===== src/rtl/sha_pad_pkg.sv =====
package sha_pad_pkg;

    localparam logic REQ_DATA = 1'b0;
    localparam logic REQ_END  = 1'b1;

    localparam logic [7:0] PAD_BYTE     = 8'h80;
    localparam logic [3:0] LAST_INDEX   = 4'hF;
    localparam logic [3:0] LEN_HI_INDEX = 4'hE;
    localparam logic [1:0] WORD_LAST_BYTE = 2'd3;
    localparam logic [63:0] BITS_PER_BYTE = 64'd8;

endpackage


===== src/rtl/sha256_message_padder_core.sv =====
// SHA-256 message padder.
// Input channel (i_in_valid / o_in_ready): one item per message byte with
// i_req_type low, and one item with i_req_type high to close the message.
// Output channel (o_out_valid / i_out_ready): 32-bit big-endian words with
// their index in the 512-bit block, a block end flag and a message end flag.
// A data item is taken every cycle unless a padding run or an output stall
// holds it off; every fourth byte of a block produces one word, shown in
// the cycle after the item is accepted. An end item starts the padding run:
// 16 - bytes_in_block/4 words, or 16 more when 56 or more bytes are already
// in the block (at most 18 words). A word counter loads one word per cycle
// unless the output stalls, and input is held off until the last is loaded.
// The output register is the only buffer: when the receiver stalls, the
// current word holds and the next item or padding word waits.
// Reset clears the bit count, the block byte count, the partial word, the
// padding run and the output valid flag.
module sha256_message_padder_core (
    input  logic        i_clk,
    input  logic        i_rst_n,
    input  logic        i_in_valid,
    output logic        o_in_ready,
    input  logic        i_req_type,
    input  logic [7:0]  i_data_byte,
    output logic        o_out_valid,
    input  logic        i_out_ready,
    output logic [31:0] o_padded_word,
    output logic [3:0]  o_word_index,
    output logic        o_block_end,
    output logic        o_message_end
);
    import sha_pad_pkg::*;

    logic [63:0] r_bit_count, n_bit_count;
    logic [5:0]  r_bytes, n_bytes;
    logic [23:0] r_partial, n_partial;
    logic        r_run, n_run;
    logic        r_ext, n_ext;
    logic [4:0]  r_pos, n_pos;
    logic        r_out_valid, n_out_valid;
    logic [31:0] r_word, n_word;
    logic [3:0]  r_idx, n_idx;
    logic        r_bend, n_bend;
    logic        r_mend, n_mend;

    logic        load_ok;
    logic        accept;
    logic [31:0] first_word;
    logic [31:0] run_word;
    logic        run_last;

    assign load_ok    = !r_out_valid || i_out_ready;
    assign o_in_ready = !r_run && load_ok;
    assign accept     = i_in_valid && o_in_ready;
    assign run_last   = (r_pos == {r_ext, LAST_INDEX});

    always_comb begin
        case (r_bytes[1:0])
            2'd0:    first_word = {PAD_BYTE, 24'h0};
            2'd1:    first_word = {r_partial[7:0], PAD_BYTE, 16'h0};
            2'd2:    first_word = {r_partial[15:0], PAD_BYTE, 8'h0};
            default: first_word = {r_partial[23:0], PAD_BYTE};
        endcase
    end

    always_comb begin
        if (r_pos == {1'b0, r_bytes[5:2]}) begin
            run_word = first_word;
        end else if (r_pos == {r_ext, LEN_HI_INDEX}) begin
            run_word = r_bit_count[63:32];
        end else if (run_last) begin
            run_word = r_bit_count[31:0];
        end else begin
            run_word = 32'h0;
        end
    end

    always_comb begin
        n_bit_count = r_bit_count;
        n_bytes     = r_bytes;
        n_partial   = r_partial;
        n_run       = r_run;
        n_ext       = r_ext;
        n_pos       = r_pos;
        n_out_valid = r_out_valid && !i_out_ready;
        n_word      = r_word;
        n_idx       = r_idx;
        n_bend      = r_bend;
        n_mend      = r_mend;

        if (r_run) begin
            if (load_ok) begin
                n_out_valid = 1'b1;
                n_word      = run_word;
                n_idx       = r_pos[3:0];
                n_bend      = (r_pos[3:0] == LAST_INDEX);
                n_mend      = run_last;
                if (run_last) begin
                    n_run       = 1'b0;
                    n_bit_count = 64'h0;
                    n_bytes     = 6'h0;
                    n_partial   = 24'h0;
                end else begin
                    n_pos = r_pos + 5'd1;
                end
            end
        end else if (accept) begin
            if (i_req_type == REQ_END) begin
                n_run = 1'b1;
                n_ext = (r_bytes >= 6'd56);
                n_pos = {1'b0, r_bytes[5:2]};
            end else begin
                n_bit_count = r_bit_count + BITS_PER_BYTE;
                n_bytes     = r_bytes + 6'd1;
                if (r_bytes[1:0] == WORD_LAST_BYTE) begin
                    n_partial   = 24'h0;
                    n_out_valid = 1'b1;
                    n_word      = {r_partial, i_data_byte};
                    n_idx       = r_bytes[5:2];
                    n_bend      = (r_bytes[5:2] == LAST_INDEX);
                    n_mend      = 1'b0;
                end else begin
                    n_partial = {r_partial[15:0], i_data_byte};
                end
            end
        end
    end

    always_ff @(posedge i_clk) begin
        if (!i_rst_n) begin
            r_bit_count <= 64'h0;
            r_bytes     <= 6'h0;
            r_partial   <= 24'h0;
            r_run       <= 1'b0;
            r_ext       <= 1'b0;
            r_pos       <= 5'h0;
            r_out_valid <= 1'b0;
        end else begin
            r_bit_count <= n_bit_count;
            r_bytes     <= n_bytes;
            r_partial   <= n_partial;
            r_run       <= n_run;
            r_ext       <= n_ext;
            r_pos       <= n_pos;
            r_out_valid <= n_out_valid;
        end
    end

    always_ff @(posedge i_clk) begin
        r_word <= n_word;
        r_idx  <= n_idx;
        r_bend <= n_bend;
        r_mend <= n_mend;
    end

    assign o_out_valid   = r_out_valid;
    assign o_padded_word = r_word;
    assign o_word_index  = r_idx;
    assign o_block_end   = r_bend;
    assign o_message_end = r_mend;

endmodule


===== config.mk =====
export PLATFORM = sky130hd
export DESIGN_NAME = sha256_message_padder_core
export DESIGN_NICKNAME = d
export VERILOG_FILES = /design/src/rtl/sha_pad_pkg.sv /design/src/rtl/sha256_message_padder_core.sv
export SDC_FILE = /design/constraint.sdc
export NUM_CORES = 1
export LEC_CHECK = 0
export ABC_CLOCK_PERIOD_IN_PS = 3530
export BUFFER_PORTS_ARGS = -buffer_cell sky130_fd_sc_hd__buf_2
export CORE_ASPECT_RATIO = 1.25
export CORE_UTILIZATION = 40
export CTS_BUF_LIST = sky130_fd_sc_hd__clkbuf_2
export DETAILED_ROUTE_END_ITERATION = 6
export SKIP_LAST_GASP = 1
export SLEW_MARGIN = 20
export SYNTH_ARGS = -nofsm -noshare
export SYNTH_HDL_FRONTEND = slang
export SYNTH_SLANG_ARGS = --single-unit

===== constraint.sdc =====
create_clock -name i_clk -period 3.53 [get_ports i_clk]
set_input_delay 0.353 -clock i_clk [delete_from_list [all_inputs] [get_ports i_clk]]
set_output_delay 0.353 -clock i_clk [all_outputs]
set_load 0.01 [all_outputs]

* After elaboration in Yosys (flattened, before gate mapping)
Cells that the tools add are included.
Storage, ports and cells: bits in registers 140, input bits 13, output and inout port bits 40, logic and storage cells 98
Cells by class: add/subtract/negate cells 3, magnitude comparators 1, eq/ne operators 12, muxes and demuxes 55, bitwise operators 1, reduce and logical (&&, ||, !) cells 15
Operator list (number):
- 64-bit 2-to-1 mux | 5
- 32-bit 2-to-1 mux | 8
- 24-bit 2-to-1 mux | 6
- 32-bit case mux with 3 select lines | 1
- 64-bit by 4-bit adder with 64-bit output (second input constant) | 1
- 6-bit 2-to-1 mux | 5
- 5-bit 2-to-1 mux | 5
- 1-bit 2-to-1 mux | 20
- 4-bit 2-to-1 mux | 5
- 4-bit AND reduction | 3
- 5-bit == test | 2
- 4-bit == test (second input constant) | 2
- 6-bit by 1-bit adder with 6-bit output (second input constant) | 1
- 6-bit >= comparator (second input constant) | 1
- 2-bit by 1-bit inequality test with 1-bit output (second input constant) | 3
- 2-bit nonzero test | 3
- 5-bit by 1-bit adder with 5-bit output (second input constant) | 1
- 5-bit by 4-bit == test with 1-bit output | 1
- 2-bit == test (second input constant) | 2
- 1-bit logical AND | 3
- 1-bit zero test | 3
- 3-bit AND reduction | 1
- 2-bit by 1-bit == test with 1-bit output (second input constant) | 1
- 2-bit zero test | 1
- other kinds (3) | 3

* Logic depth before layout (Yosys ltp)
word-level depth 6, mapped depth 8, depth with buffers taken out 7

* Worst setup path before layout
Ideal clock, no wire load.
path type register to register, start register r_bytes[1], end register r_bend, in the netlist o_block_end (enable), setup time 433 ps, arrival 2759 ps, required time 3097 ps, path slack 337 ps, stages on the path, launching flop included 6, buffers on the path 2, period minus slack after synthesis 3193 ps, path through dfxtp_1 > ha_1 > clkbuf_1 > nor2_1 > clkbuf_1 > nor2_1
Between the ends: cells in the longest elaborated chain, start to end 3
RTL lines:
- from (decl) | line sha256_message_padder_core.sv:33 | logic [5:0] r_bytes, n_bytes;
- from (signal assigned) | line sha256_message_padder_core.sv:138 | r_bytes <= n_bytes;
- 2-bit == test | line sha256_message_padder_core.sv:113 | if (r_bytes[1:0] == WORD_LAST_BYTE) begin
- 2-bit nonzero test (no line)
- 4-bit AND reduction (no line)
- to (signal assigned) | line sha256_message_padder_core.sv:150 | r_bend <= n_bend;
- to (decl) | line sha256_message_padder_core.sv:41 | logic r_bend, n_bend;
Every way passes these cells. A chain may end at the register's enable or synchronous reset.

* Worst setup path after layout
start register r_pos[1], end register r_bit_count[63]
Between the ends: cells in the longest elaborated chain, start to end 3
RTL lines:
- from (decl) | line sha256_message_padder_core.sv:37 | logic [4:0] r_pos, n_pos;
- from (signal assigned) | line sha256_message_padder_core.sv:142 | r_pos <= n_pos;
- 5-bit == test | line sha256_message_padder_core.sv:53 | assign run_last = (r_pos == {r_ext, LAST_INDEX});
- 2-bit by 1-bit inequality test with 1-bit output (no line)
- 4-bit AND reduction (no line)
- to (signal assigned) | line sha256_message_padder_core.sv:137 | r_bit_count <= n_bit_count;
- to (decl) | line sha256_message_padder_core.sv:32 | logic [63:0] r_bit_count, n_bit_count;
Every way passes these cells.

==> impl_metrics.csv <==
group,metric,value,unit
critical_path,max_stage_delay,0.71,ns
detailed_routing,top_layer_used,"met4",
sta,drv_slew,0,
pwr,leakage,2.57,nW
global_routing,grt_use_total,23.1,%
clocking,clk_latency,0.74,ns
synth,synth.top_cells.by_area,"dfxtp_1 29%, edfxtp_1 17%, a21oi_1 5.8%",
clocking,cts.sinks,137,
cells_and_area,nFillCells,1627,
critical_path,critPathKind,"flop to flop",
global_routing,antenna_found_initial,1,
cells_and_area,final_cell_mix,"99 x dfxtp_1, 85 x nand2_1, 79 x a21oi_1, 55 x nand3_1, 52 x buf_2",
critical_path,worstPathRequired,4.19,ns
sta,worst_pin_slew,0.768,ns
placed_design,dp.final_hpwl,14.1,mm
floorplanning,die_y,148,um
detailed_routing,via_count,6277,
sta,slew_headroom,48.4,%
synth,synth-seq-cells,137,
synth,seq_area_frac_synth,45.6,%
synth,syn_inst,774,
detailed_routing,wl_per_cell,18.7,um
pwr,power.density,379,nW/um^2
sta,fin_worst_skew,0.0531,ns
cells_and_area,nNetsFinal,841,
cells_and_area,drive_gt1_share,14.3,%
run_status,status,"completed",
cells_and_area,final_common_cell,"dfxtp_1",
cells_and_area,final_cells,1056,
synth,async_flop_share,0,%
pwr,switchingPower,0.826,mW
clocking,post_cts_buffers,0,
detailed_routing,wl_met2,10.0,mm
synth,synth_nets,794,
pwr,netSwitchingFraction,28.5,%
global_routing,overflow,0,
detailed_routing,ant_nets,0,
synth,yosysTopAreaCellShare,29.0,%
critical_path,critPathCaptureType,"flop",
synth,synth_area,6850,um^2
pwr,p_comb_share,10.9,%
critical_path,cp.arrival,3.68,ns
critical_path,crit_slowest_cell,"or4_1",
critical_path,critPathLaunchType,"flop",
sta,fin_crit_sh,85.8,%
detailed_routing,wl_met3,961,um
floorplanning,core,16800,um^2
clocking,cts_tree,"built",
sta,setup_viol,0,
synth,synth-main-ff-cell,"dfxtp_1",
sta,rsz0062_at_grt,"no",
detailed_routing,dr.pass1.iters,5,
global_routing,grt_pass1_wl,31.4,mm
detailed_routing,finalWirelength,19.8,mm
synth,synth_top_area_cell,"dfxtp_1",
sta,setup_tns,0,ns
critical_path,path_max_fanout,30,
placed_design,io_buffers,52,
detailed_routing,vias_per_cell,5.94,
run,drv_cap,0,
clocking,numCtsBuffers,17,
floorplanning,io_pins,53,
pwr,total_power,2.90,mW
global_routing,grt_max_degree,41,
detailed_routing,wl_met1,8.06,mm
synth,ys_types,57,
synth,synth_edf_count,38,
sta,hold_violations,0,
cells_and_area,area_delta_synth_final,11.8,%
floorplanning,rows,53,
global_routing,grt_pass1_vias,5966,
clocking,cts_root_buffer,"clkbuf_2",
floorplanning,die_area,17600,um^2
synth,yosysWarnings,0,
detailed_routing,route.detailed.drc,0,
critical_path,crit_chain,"ha_1 -> nand3_1 -> o21ai_2 -> nand4_2 -> or4_1 -> a21oi_1",
floorplanning,die_x,119,um
sta,period_needed,3.03,ns
clocking,cts.clk_slew.worst_paths,0.22,ns
placed_design,place_congestion,0.861,
pwr,power_frac_seq,57.9,%
placed_design,dp.cells,1010,
synth,syn_area_per_cell,8.84,um^2
detailed_routing,drt_iter0_markers,388,
pwr,p_clk_share,31.2,%
clocking,cts-htree-levels,4,
floorplanning,start_util,40.8,%
hold_path,hp-class,"input pin to flop",
pwr,ir_drop,0.220,mV
sta,max_freq,330,MHz
pwr,p_int,2.07,mW
clocking,clk_path_buf_depth,2,
==> cell families (layout without fill, tap and decap cells) <==
kind of cell,count (synthesis),in the layout,share of synthesized area (%)
xor+xnor,30,30,3.84
simple gates,319,319,24.6
flops,137,137,45.6
other cells,0,2,0
fa+ha+maj,7,7,1.28
mux,7,7,1.04
buf+inv,68,128,4.20
compound gates,206,206,19.4
==> through the flow <==
stage / hold slack [ns] / setup WS [ns] / util (%) / area (um^2)
floorplan: 0.432 / 0.337 / - / 6850
global placement: 0.442 / 0.760 / 43.5 / 7300
detailed placement: 0.450 / 0.615 / 43.5 / 7300
CTS: 0.0435 / 0.543 / 45.6 / 7650
global route: 0.0713 / 0.292 / 45.6 / 7650
finish: 0.115 / 0.503 / 45.6 / 7650
==> power by group through the flow <==
stage | combinational, mW | sequential, mW | clock [mW]
2_1_floorplan | 0.191 | 1.71 | 0
3_3_place_gp | 0.300 | 1.71 | 0
3_5_place_dp | 0.304 | 1.71 | 0
4_1_cts | 0.315 | 1.68 | 0.922
5_1_grt | 0.343 | 1.68 | 0.989
6_report | 0.316 | 1.68 | 0.904
==> worst max-delay path, delay by kind of cell (launching register included) <==
family                     cells  cell delay (ns)
DFF                            1             0.49
and+or+nand+nor                3             1.58
AOI/OAI and AO/OA              2             0.62
adders and majority gates      1             0.23
==> cell usage after synthesis, types with 3 or more instances <==
cell       instances
o21ai_0           42
and3_1             9
a221oi_1          18
and4_1             3
xnor2_1           16
buf_2              3
edfxtp_1          38
dfxtp_1           99
or3_1             25
nor4_1            16
and2_1             3
nor3_1            11
o2bb2ai_1          8
buf_1              3
nor2_1            46
o31ai_1           12
a221o_1           17
or2_2              5
mux2i_1            6
a22o_1             4
nand2_1           85
nand3_1           55
a21oi_1           79
clkbuf_1          42
xor2_1            14
nor2b_1           12
nand4_2            3
o22ai_1           12
inv_1             15
ha_1               7
or4_1             12
nand4_1           23
==> flip-flops by register name, summed over array words and instances, names as in the netlist <==
register,flops
r_bit_count,61
o_padded_word,32
r_partial,24
r_bytes,6
r_pos,5
o_word_index,4
o_block_end,1
o_message_end,1
o_out_valid,1
r_ext,1
r_run,1
==> layout make-up <==
class                      instances  area (um^2)  area share, %
timing repair buffer              80          513           6.70
sequential                       137         3120           40.8
inverter                          16         60.1          0.785
antenna                            2         5.00         0.0654
clock inverter                    14          133           1.73
tap                              220          275           3.60
clock buffer                      18         90.1           1.18
multi-input combinational        569         3450           45.1
==> layer usage <==
| metal | global-route usage (%) | vias to the layer above |
|---|---|---|
| li1 | - | 2985 |
| met1 | 27.0 | 3055 |
| met2 | 39.2 | 189 |
| met3 | 5.44 | 48 |
| met4 | 11.8 | 0 |
| met5 | 0 | - |
==> path summary, 6_finish.rpt <==
check | startpoint | cells past startpoint | end | slack (ns)
setup reg to reg | r_pos[1] | 6 | r_bit_count[63] | 0.50
hold / removal | i_out_ready | 5 | r_run | 0.11
setup / recovery | r_pos[1] | 6 | r_bit_count[63] | 0.50
hold reg to reg | r_partial[21] | 2 | r_partial[21] | 0.47
==> what timing repair did <==
action                    4_1_cts  5_1_grt
resized for setup               0        0
hold buffers                   12        0
hold endpoints to repair       23        0
(Power assumes the default switching activity.)
